**src/rtl/fba_pkg.sv**
```systemverilog
// shared types and constants for the fixed block allocator
package fba_pkg;

    localparam int FIELD_W    = 24;
    localparam int USE_W      = 9;
    localparam int SIZE_W     = 16;
    localparam int COUNT_W    = 9;
    localparam int CFG_DATA_W = 16;
    localparam int CFG_IDX_W  = 1;

    localparam logic [SIZE_W-1:0]  SIZE_RESET  = 16'd64;
    localparam logic [COUNT_W-1:0] COUNT_RESET = 9'd256;

    typedef enum logic [CFG_IDX_W-1:0] {
        REG_UNIT_SIZE  = 1'b0,
        REG_UNIT_COUNT = 1'b1
    } cfg_reg_t;

    typedef enum logic {
        KIND_ALLOC = 1'b0,
        KIND_FREE  = 1'b1
    } kind_t;

    typedef enum logic [1:0] {
        STAT_OK         = 2'd0,
        STAT_EXHAUSTED  = 2'd1,
        STAT_BAD_OFFSET = 2'd2
    } status_t;

    typedef struct packed {
        logic               kind;
        logic [FIELD_W-1:0] free_offset;
    } in_item_t;

    typedef struct packed {
        logic [FIELD_W-1:0] unit_offset;
        logic [1:0]         status;
        logic [USE_W-1:0]   units_in_use;
    } out_item_t;

    typedef enum logic [2:0] {
        S_CLEAR,
        S_IDLE,
        S_DISPATCH,
        S_ALLOC_RD,
        S_DIV,
        S_CHECK,
        S_MAP_RD,
        S_RESULT
    } state_t;

    typedef struct packed {
        logic clear_step;
        logic latch_in;
        logic div_start;
        logic alloc_commit;
        logic free_commit;
        logic set_exhausted;
        logic set_bad;
        logic load_out;
    } ctrl_cmd_t;

    typedef struct packed {
        logic cfg_wr;
        logic clear_done;
        logic kind_free;
        logic depth_zero;
        logic size_zero;
        logic div_busy;
        logic q_bad;
        logic map_bit;
        logic out_busy;
    } ctrl_status_t;

endpackage

```
**src/rtl/fixed_block_allocator.sv**
```systemverilog
// Fixed-size block allocator over a pool of MAX_UNITS equal units, one request at a time.
// An allocate item pops the most recently freed unit and returns its byte offset; a free
// item takes any offset inside a unit, divides it by unit_size and pushes the unit back if
// it is allocated. An allocate steps at most through the dispatch, stack read and result states;
// a free through dispatch, the one-bit-per-cycle divider, check, map read and result. After
// reset and after every register write a clearing pass rebuilds the free stack and clears
// the allocation map, during which no item is accepted. The next item is taken while a
// finished result still waits on the m_ side.
module fixed_block_allocator #(
    parameter int MAX_UNITS   = 256,
    parameter int OFFSET_BITS = 24
) (
    input  logic                           aclk,
    input  logic                           aresetn,
    input  logic                           s_valid,
    output logic                           s_ready,
    input  fba_pkg::in_item_t              s_item,
    output logic                           m_valid,
    input  logic                           m_ready,
    output fba_pkg::out_item_t             m_item,
    input  logic                           cfg_valid,
    output logic                           cfg_ready,
    input  logic [fba_pkg::CFG_IDX_W-1:0]  cfg_index,
    input  logic [fba_pkg::CFG_DATA_W-1:0] cfg_data
);

    fba_pkg::ctrl_cmd_t    cmd;
    fba_pkg::ctrl_status_t status;

    assign cfg_ready = 1'b1;

    fba_ctrl u_ctrl (
        .aclk    (aclk),
        .aresetn (aresetn),
        .s_valid (s_valid),
        .s_ready (s_ready),
        .status  (status),
        .cmd     (cmd)
    );

    fba_datapath #(
        .MAX_UNITS   (MAX_UNITS),
        .OFFSET_BITS (OFFSET_BITS)
    ) u_datapath (
        .aclk      (aclk),
        .aresetn   (aresetn),
        .cfg_valid (cfg_valid),
        .cfg_index (cfg_index),
        .cfg_data  (cfg_data),
        .s_item    (s_item),
        .m_ready   (m_ready),
        .m_valid   (m_valid),
        .m_item    (m_item),
        .cmd       (cmd),
        .status    (status)
    );

endmodule

```
**src/rtl/fba_ram.sv**
```systemverilog
// generic single write port ram with registered read
module fba_ram #(
    parameter int WIDTH = 8,
    parameter int DEPTH = 256
) (
    input  logic                     aclk,
    input  logic                     we,
    input  logic [$clog2(DEPTH)-1:0] waddr,
    input  logic [WIDTH-1:0]         wdata,
    input  logic [$clog2(DEPTH)-1:0] raddr,
    output logic [WIDTH-1:0]         rdata
);

    logic [WIDTH-1:0] mem [DEPTH];

    always_ff @(posedge aclk) begin
        if (we) begin
            mem[waddr] <= wdata;
        end
        rdata <= mem[raddr];
    end

endmodule

```
**src/rtl/fba_div.sv**
```systemverilog
// iterative restoring divider, one quotient bit per cycle
module fba_div #(
    parameter int DIVIDEND_W = 24,
    parameter int DIVISOR_W  = 16
) (
    input  logic                  aclk,
    input  logic                  aresetn,
    input  logic                  start,
    input  logic [DIVIDEND_W-1:0] dividend,
    input  logic [DIVISOR_W-1:0]  divisor,
    output logic                  busy,
    output logic [DIVIDEND_W-1:0] quotient
);

    localparam int STEP_W = $clog2(DIVIDEND_W);

    logic [DIVISOR_W-1:0]  rem_reg, rem_next;
    logic [DIVIDEND_W-1:0] quo_reg, quo_next;
    logic [STEP_W-1:0]     step_reg, step_next;
    logic                  busy_reg, busy_next;
    logic [DIVISOR_W:0]    rem_shift;
    logic [DIVISOR_W:0]    rem_diff;
    logic                  fits;

    always_comb begin
        rem_shift = {rem_reg, quo_reg[DIVIDEND_W-1]};
        rem_diff  = rem_shift - {1'b0, divisor};
        fits      = (rem_shift >= {1'b0, divisor});
    end

    always_comb begin
        rem_next  = rem_reg;
        quo_next  = quo_reg;
        step_next = step_reg;
        busy_next = busy_reg;
        if (start) begin
            rem_next  = '0;
            quo_next  = dividend;
            step_next = '0;
            busy_next = 1'b1;
        end else if (busy_reg) begin
            rem_next  = fits ? rem_diff[DIVISOR_W-1:0] : rem_shift[DIVISOR_W-1:0];
            quo_next  = {quo_reg[DIVIDEND_W-2:0], fits};
            step_next = step_reg + STEP_W'(1);
            if (step_reg == STEP_W'(DIVIDEND_W - 1)) begin
                busy_next = 1'b0;
            end
        end
    end

    always_ff @(posedge aclk) begin
        if (!aresetn) begin
            busy_reg <= 1'b0;
            step_reg <= '0;
        end else begin
            busy_reg <= busy_next;
            step_reg <= step_next;
        end
        rem_reg <= rem_next;
        quo_reg <= quo_next;
    end

    assign busy     = busy_reg;
    assign quotient = quo_reg;

endmodule

```
**src/rtl/fba_ctrl.sv**
```systemverilog
// controller state machine for the fixed block allocator
module fba_ctrl (
    input  logic                  aclk,
    input  logic                  aresetn,
    input  logic                  s_valid,
    output logic                  s_ready,
    input  fba_pkg::ctrl_status_t status,
    output fba_pkg::ctrl_cmd_t    cmd
);

    fba_pkg::state_t state_reg, state_next;

    always_ff @(posedge aclk) begin
        if (!aresetn) begin
            state_reg <= fba_pkg::S_CLEAR;
        end else begin
            state_reg <= state_next;
        end
    end

    always_comb begin
        state_next = state_reg;
        case (state_reg)
            fba_pkg::S_CLEAR: begin
                if (status.clear_done) begin
                    state_next = fba_pkg::S_IDLE;
                end
            end
            fba_pkg::S_IDLE: begin
                if (s_valid) begin
                    state_next = fba_pkg::S_DISPATCH;
                end
            end
            fba_pkg::S_DISPATCH: begin
                if (!status.kind_free) begin
                    state_next = status.depth_zero ? fba_pkg::S_RESULT : fba_pkg::S_ALLOC_RD;
                end else begin
                    state_next = status.size_zero ? fba_pkg::S_RESULT : fba_pkg::S_DIV;
                end
            end
            fba_pkg::S_ALLOC_RD: begin
                state_next = fba_pkg::S_RESULT;
            end
            fba_pkg::S_DIV: begin
                if (!status.div_busy) begin
                    state_next = fba_pkg::S_CHECK;
                end
            end
            fba_pkg::S_CHECK: begin
                state_next = status.q_bad ? fba_pkg::S_RESULT : fba_pkg::S_MAP_RD;
            end
            fba_pkg::S_MAP_RD: begin
                state_next = fba_pkg::S_RESULT;
            end
            fba_pkg::S_RESULT: begin
                if (!status.out_busy) begin
                    state_next = fba_pkg::S_IDLE;
                end
            end
            default: begin
                state_next = fba_pkg::S_CLEAR;
            end
        endcase
        // any register write restarts the clearing pass
        if (status.cfg_wr) begin
            state_next = fba_pkg::S_CLEAR;
        end
    end

    always_comb begin
        cmd     = '0;
        s_ready = 1'b0;
        case (state_reg)
            fba_pkg::S_CLEAR: begin
                cmd.clear_step = 1'b1;
            end
            fba_pkg::S_IDLE: begin
                s_ready      = 1'b1;
                cmd.latch_in = s_valid;
            end
            fba_pkg::S_DISPATCH: begin
                if (!status.kind_free) begin
                    cmd.set_exhausted = status.depth_zero;
                end else begin
                    cmd.set_bad   = status.size_zero;
                    cmd.div_start = !status.size_zero;
                end
            end
            fba_pkg::S_ALLOC_RD: begin
                cmd.alloc_commit = 1'b1;
            end
            fba_pkg::S_DIV: begin
                cmd = '0;
            end
            fba_pkg::S_CHECK: begin
                cmd.set_bad = status.q_bad;
            end
            fba_pkg::S_MAP_RD: begin
                cmd.free_commit = status.map_bit;
                cmd.set_bad     = !status.map_bit;
            end
            fba_pkg::S_RESULT: begin
                cmd.load_out = !status.out_busy;
            end
            default: begin
                cmd = '0;
            end
        endcase
    end

endmodule

```
**src/rtl/fba_datapath.sv**
```systemverilog
// datapath: config registers, free stack, allocation map, divider and result register
module fba_datapath #(
    parameter int MAX_UNITS   = 256,
    parameter int OFFSET_BITS = 24
) (
    input  logic                                aclk,
    input  logic                                aresetn,
    input  logic                                cfg_valid,
    input  logic [fba_pkg::CFG_IDX_W-1:0]       cfg_index,
    input  logic [fba_pkg::CFG_DATA_W-1:0]      cfg_data,
    input  fba_pkg::in_item_t                   s_item,
    input  logic                                m_ready,
    output logic                                m_valid,
    output fba_pkg::out_item_t                  m_item,
    input  fba_pkg::ctrl_cmd_t                  cmd,
    output fba_pkg::ctrl_status_t               status
);

    localparam int IDX_W  = $clog2(MAX_UNITS);
    localparam int CNT_W  = $clog2(MAX_UNITS + 1);
    localparam int OFF_W  = OFFSET_BITS;
    localparam int CMP_W  = (OFF_W > CNT_W) ? OFF_W : CNT_W;
    localparam int SZ_W   = fba_pkg::SIZE_W;
    localparam int UC_W   = fba_pkg::COUNT_W;
    localparam int FLD_W  = fba_pkg::FIELD_W;
    localparam int USE_W  = fba_pkg::USE_W;
    localparam int PROD_W = IDX_W + SZ_W;

    logic [SZ_W-1:0]    unit_size_reg, unit_size_next;
    logic [UC_W-1:0]    unit_count_reg, unit_count_next;
    logic [IDX_W-1:0]   clr_idx_reg;
    logic [CNT_W-1:0]   depth_reg;
    logic [CNT_W-1:0]   in_use_reg;
    logic               kind_reg;
    logic [OFF_W-1:0]   off_reg;
    fba_pkg::status_t   status_reg;
    logic [PROD_W-1:0]  prod_reg;
    logic               m_valid_reg;
    fba_pkg::out_item_t m_item_reg;

    logic [CNT_W-1:0]   eff_count;
    logic [IDX_W-1:0]   init_val;
    logic [OFF_W-1:0]   quotient;
    logic               div_busy;
    logic [IDX_W-1:0]   q_idx;

    logic               stk_we;
    logic [IDX_W-1:0]   stk_waddr, stk_wdata, stk_raddr, stk_rdata;
    logic               map_we;
    logic [IDX_W-1:0]   map_waddr;
    logic               map_wdata, map_rdata;

    // unit count of zero acts as one, above the pool size as the pool size
    always_comb begin
        if (unit_count_reg == '0) begin
            eff_count = CNT_W'(1);
        end else if (unit_count_reg > MAX_UNITS) begin
            eff_count = CNT_W'(MAX_UNITS);
        end else begin
            eff_count = CNT_W'(unit_count_reg);
        end
    end

    assign init_val = IDX_W'(eff_count - CNT_W'(1) - CNT_W'(clr_idx_reg));
    assign q_idx    = IDX_W'(quotient);

    always_comb begin
        unit_size_next  = unit_size_reg;
        unit_count_next = unit_count_reg;
        if (cfg_valid) begin
            case (cfg_index)
                fba_pkg::REG_UNIT_SIZE:  unit_size_next  = cfg_data[SZ_W-1:0];
                fba_pkg::REG_UNIT_COUNT: unit_count_next = cfg_data[UC_W-1:0];
                default: begin
                    unit_size_next = unit_size_reg;
                end
            endcase
        end
    end

    always_ff @(posedge aclk) begin
        if (!aresetn) begin
            unit_size_reg  <= fba_pkg::SIZE_RESET;
            unit_count_reg <= fba_pkg::COUNT_RESET;
            clr_idx_reg    <= '0;
            depth_reg      <= '0;
            in_use_reg     <= '0;
            m_valid_reg    <= 1'b0;
        end else begin
            unit_size_reg  <= unit_size_next;
            unit_count_reg <= unit_count_next;
            if (cfg_valid) begin
                clr_idx_reg <= '0;
            end else if (cmd.clear_step) begin
                clr_idx_reg <= clr_idx_reg + IDX_W'(1);
            end
            if (cmd.clear_step) begin
                depth_reg  <= eff_count;
                in_use_reg <= '0;
            end else if (cmd.alloc_commit) begin
                depth_reg  <= depth_reg - CNT_W'(1);
                in_use_reg <= in_use_reg + CNT_W'(1);
            end else if (cmd.free_commit) begin
                depth_reg <= depth_reg + CNT_W'(1);
                if (in_use_reg != '0) begin
                    in_use_reg <= in_use_reg - CNT_W'(1);
                end
            end
            if (cmd.load_out) begin
                m_valid_reg <= 1'b1;
            end else if (m_ready) begin
                m_valid_reg <= 1'b0;
            end
        end
    end

    always_ff @(posedge aclk) begin
        if (cmd.latch_in) begin
            kind_reg   <= s_item.kind;
            off_reg    <= OFF_W'(s_item.free_offset);
            status_reg <= fba_pkg::STAT_OK;
            prod_reg   <= '0;
        end else begin
            if (cmd.set_exhausted) begin
                status_reg <= fba_pkg::STAT_EXHAUSTED;
            end else if (cmd.set_bad) begin
                status_reg <= fba_pkg::STAT_BAD_OFFSET;
            end
            if (cmd.alloc_commit) begin
                prod_reg <= PROD_W'(stk_rdata) * PROD_W'(unit_size_reg);
            end
        end
        if (cmd.load_out) begin
            m_item_reg.unit_offset  <= FLD_W'(OFF_W'(prod_reg));
            m_item_reg.status       <= status_reg;
            m_item_reg.units_in_use <= USE_W'(in_use_reg);
        end
    end

    // free stack: top of stack sits at depth minus one
    always_comb begin
        stk_we    = cmd.clear_step || cmd.free_commit;
        stk_waddr = cmd.clear_step ? clr_idx_reg : IDX_W'(depth_reg);
        stk_wdata = cmd.clear_step ? init_val : q_idx;
        stk_raddr = IDX_W'(depth_reg - CNT_W'(1));
    end

    always_comb begin
        map_we    = cmd.clear_step || cmd.alloc_commit || cmd.free_commit;
        map_wdata = cmd.alloc_commit;
        if (cmd.clear_step) begin
            map_waddr = clr_idx_reg;
        end else if (cmd.alloc_commit) begin
            map_waddr = stk_rdata;
        end else begin
            map_waddr = q_idx;
        end
    end

    fba_ram #(
        .WIDTH (IDX_W),
        .DEPTH (MAX_UNITS)
    ) u_stack_ram (
        .aclk  (aclk),
        .we    (stk_we),
        .waddr (stk_waddr),
        .wdata (stk_wdata),
        .raddr (stk_raddr),
        .rdata (stk_rdata)
    );

    fba_ram #(
        .WIDTH (1),
        .DEPTH (MAX_UNITS)
    ) u_map_ram (
        .aclk  (aclk),
        .we    (map_we),
        .waddr (map_waddr),
        .wdata (map_wdata),
        .raddr (q_idx),
        .rdata (map_rdata)
    );

    fba_div #(
        .DIVIDEND_W (OFF_W),
        .DIVISOR_W  (SZ_W)
    ) u_div (
        .aclk     (aclk),
        .aresetn  (aresetn),
        .start    (cmd.div_start),
        .dividend (off_reg),
        .divisor  (unit_size_reg),
        .busy     (div_busy),
        .quotient (quotient)
    );

    always_comb begin
        status.cfg_wr     = cfg_valid;
        status.clear_done = (clr_idx_reg == IDX_W'(MAX_UNITS - 1));
        status.kind_free  = (kind_reg == fba_pkg::KIND_FREE);
        status.depth_zero = (depth_reg == '0);
        status.size_zero  = (unit_size_reg == '0);
        status.div_busy   = div_busy;
        status.q_bad      = (CMP_W'(quotient) >= CMP_W'(eff_count)) ||
                            (depth_reg >= CNT_W'(MAX_UNITS));
        status.map_bit    = map_rdata;
        status.out_busy   = m_valid_reg && !m_ready;
    end

    assign m_valid = m_valid_reg;
    assign m_item  = m_item_reg;

endmodule
```
**config.mk**
```make
export PLATFORM = sky130hd
export DESIGN_NAME = fixed_block_allocator
export DESIGN_NICKNAME = d
export VERILOG_FILES = /design/src/rtl/fba_pkg.sv /design/src/rtl/fixed_block_allocator.sv /design/src/rtl/fba_ram.sv /design/src/rtl/fba_div.sv /design/src/rtl/fba_ctrl.sv /design/src/rtl/fba_datapath.sv
export SDC_FILE = /design/constraint.sdc
export NUM_CORES = 2
export LEC_CHECK = 0
export BUFFER_PORTS_ARGS = -buffer_cell sky130_fd_sc_hd__buf_2
export CORE_AREA = 2 2 427 514
export DETAILED_ROUTE_END_ITERATION = 10
export DIE_AREA = 0 0 429 516
export SLEW_MARGIN = 30
export SYNTH_ARGS = -nofsm -noshare
export SYNTH_HDL_FRONTEND = slang
export SYNTH_SLANG_ARGS = --single-unit
```
**constraint.sdc**
```tcl
create_clock -name aclk -period 22.4 [get_ports aclk]
set_input_delay 4.48 -clock aclk [delete_from_list [all_inputs] [get_ports aclk]]
set_output_delay 4.48 -clock aclk [all_outputs]
set_load 0.005 [all_outputs]
```
==> results_dict.tcl <==
set metrics [dict create \
    outcome "completed" \
    crit_end "s_ready" \
    path_cells "nor2b_1 > nor2b_1 > buf_2" \
    crit_required_ns 17.92 \
    area_growth_pct 11.0 \
    fin_ws_ns 15.59 \
    fin_skew_ns 0.0528 \
    core_area_mm2 0.216 \
    dp.cells 8144 \
    antenna_found_initial 9 \
    worst_pin_slew_ns 1.01 \
    die_x_um 429 \
    period_share_pct 30.4 \
    clk_latency_ns 0.90 \
    synth_top_area_share_pct 69.4 \
    htree_levels 4 \
    r2r_start "u_datapath.depth_reg[0]$_SDFFE_PN0P_" \
    final_common_cell "edfxtp_1" \
    cp-start-kind "register" \
    drt_iter0_drc 5172 \
    synth.distinct_cells 69 \
    path_clk_slew_ns 0.06 \
    yosys.area.top_type "edfxtp_1" \
    finalHoldViolCount 0 \
    syn-num-nets 5672 \
    hold_class "register to register" \
    ctsRootBufferMaster "clkbuf_16" \
    cts_hold_buf 0 \
    setup_violations 0 \
    ant_nets 0 \
    vias 51705 \
    finalInstanceArea_mm2 0.115 \
    synth_seq_cells 2500 \
    clock.fmax_mhz 147 \
    syn-cell-area_mm2 0.103 \
    clock_sinks 2500 \
    grt_pass1_wl_um 366000 \
    dp_slack_ns 15.82 \
    die_h_um 516 \
    cp_common_cell "nor2b_1" \
    first_global_vias 52741 \
    setup.worst_path.class "register to output port" \
    peakVddDrop_v 0.0000848 \
    io_pins 85 \
    place_area_mm2 0.107 \
    initial_utilization_pct 47.9 \
    synthFlopType "edfxtp_1" \
    largest_reg_flops 2048 \
    crit_arrival_ns 2.33 \
    cp_num_buf_inv 1 \
    final_cell_mix "edfxtp_1 (2388), mux4_2 (721), nor2_1 (544)" \
    timing.rr.end "u_datapath.u_stack_ram.rdata[2]$_DFF_P_" \
    tritoncts "yes" \
    power_mw 9.91 \
    grt_max_degree 143 \
    cts.path.max_buffers 3 \
    critPathCaptureType "output port" \
    synth_edf_count 2388 \
    rows 187 \
    syn_avg_cell_area_um2 19.0 \
    leakage_nw 34.7 \
    ys_warn_count 0 \
    synthTopCellsByArea "edfxtp_1 (69%), mux4_2 (16%), nor2_1 (2.2%), dfxtp_1 (2.2%), fa_1 (1.7%)" \
    place_hpwl_um 148000 \
    critPathTopFamily "flip-flops" \
    drv_cap 0 \
    fin_tns_setup_ns 0 \
    period_minus_slack_ns 6.81 \
    stdcell_count 8586 \
    io_buffers 83 \
    rsz0062_at_grt "false" \
    nets 5766 \
    hold_path_depth 0 \
    slowest_delay_ns 0.62 \
    critical_path_depth 3 \
    wl_per_cell_um 29.2 \
    async_reset_ff_share_pct 0 \
    crit_path_start "u_ctrl.state_reg[0]$_SDFFE_PP0P_" \
    rr_worst_depth 11 \
    finalWirelength_um 251000 \
    relSlewSlack_pct 32.5 \
    syn_inst 5451 \
    drc 0 \
    place_congestion 0.808 \
    power.density_mw_per_mm2 86.3 \
    cp_slowest_cell "dfxtp_1" \
    numCtsBuffers 234 \
    cts_resized 0 \
    critPathMaxFanout 17 \
    r2r_slack_ns 15.98 \
    postCtsSetupRepairBufs 0 \
    firstDrtPassIters 6 \
    slew_viol_final 0 \
    viasPerCell 6.02 \
    dieArea_mm2 0.221 \
    drive_gt1_share_pct 24.1 \
    grt_usage_pct 22.7 \
    fillCellCount 16891 \
    ys_seq_area_share_pct 71.5 \
    grt-ovfl-total 0 \
]
[layout make-up]
cell class / count / area (µm²) / share of cell area [%]
Antenna cell: 2 / 5.00 / 0.00436
Clock buffer: 294 / 6170 / 5.38
Clock inverter: 146 / 1410 / 1.23
Inverter: 145 / 549 / 0.478
Multi-Input combinational cell: 2489 / 27900 / 24.3
Sequential cell: 2500 / 74000 / 64.4
Tap cell: 2835 / 3550 / 3.09
Timing Repair Buffer: 175 / 1310 / 1.14
[cell families after synthesis]
group / share of synthesized area [%]
multiplexers: 16.1
AO/OA/AOI/OAI: 2.60
XOR/XNOR: 0.474
other: 0.00363
buffers and inverters: 1.94
flip-flops: 71.5
AND/OR/NAND/NOR: 4.62
adder cells (fa/ha/maj): 2.74
[where the power goes]
| group | total (mW) | switching (mW) | internal, mW | leakage (nW) |
|---|---|---|---|---|
| Combinational | 0.749 | 0.486 | 0.263 | 9.40 |
| Clock | 3.93 | 1.75 | 2.19 | 3.69 |
| Sequential | 5.23 | 0.0221 | 5.21 | 21.6 |
[layer usage]
| metal | GRT usage [%] | vias up | share of wire, % |
|---|---|---|---|
| met2 | 38.2 | 1773 | 50 |
| met1 | 31.1 | 27624 | 41 |
| li1 | - | 21925 | - |
| met4 | 6.25 | 8 | 2.5 |
| met3 | 3.66 | 375 | 6.3 |
| met5 | 0 | - | 0.021 |
[how the worst min path moves through the flow]
stage | startpoint | endpoint | slack (ns)
3_5_place_dp | u_datapath.prod_reg[1]$_SDFFE_PP0P_ | u_datapath.m_item[12]$_DFFE_PP_ | 0.42
2_1_floorplan | u_datapath.prod_reg[15]$_SDFFE_PP0P_ | u_datapath.m_item[26]$_DFFE_PP_ | 0.40
5_1_grt | u_datapath.prod_reg[1]$_SDFFE_PP0P_ | u_datapath.m_item[12]$_DFFE_PP_ | 0.45
4_1_cts | u_datapath.prod_reg[1]$_SDFFE_PP0P_ | u_datapath.m_item[12]$_DFFE_PP_ | 0.43
6_report | u_datapath.prod_reg[1]$_SDFFE_PP0P_ | u_datapath.m_item[12]$_DFFE_PP_ | 0.43
3_3_place_gp | u_datapath.prod_reg[3]$_SDFFE_PP0P_ | u_datapath.m_item[14]$_DFFE_PP_ | 0.42
[per-stage QoR]
| step | hold slack [ns] | utilization (%) |
|---|---|---|
| finish | 0.428 | 53.2 |
| global route | 0.448 | 53.2 |
| CTS | 0.431 | 53.1 |
| detailed placement | 0.416 | 49.6 |
| global placement | 0.419 | 49.5 |
| floorplan | 0.403 | - |
[cells in the mapped netlist, types with 59 or more instances]
master	instances
a21oi_1	87
and2_1	120
buf_2	59
clkbuf_1	204
dfxtp_1	112
edfxtp_1	2388
fa_1	87
ha_1	87
inv_1	140
mux4_2	721
nand2_1	229
nor2_1	607
o21ai_0	68
[worst register-to-register path, cell delays in order (launching register included)]
cell and delay [ns]:
dfxtp_4 0.83, inv_1 0.21, ha_4 0.94, buf_4 0.82, buf_4 0.81, buf_4 0.79
mux4_2 0.44, mux4_2 0.51, a22oi_1 0.33, nand2_1 0.24, a22oi_1 0.21, o221ai_1 0.14
Power figures use the tool's default switching activity.
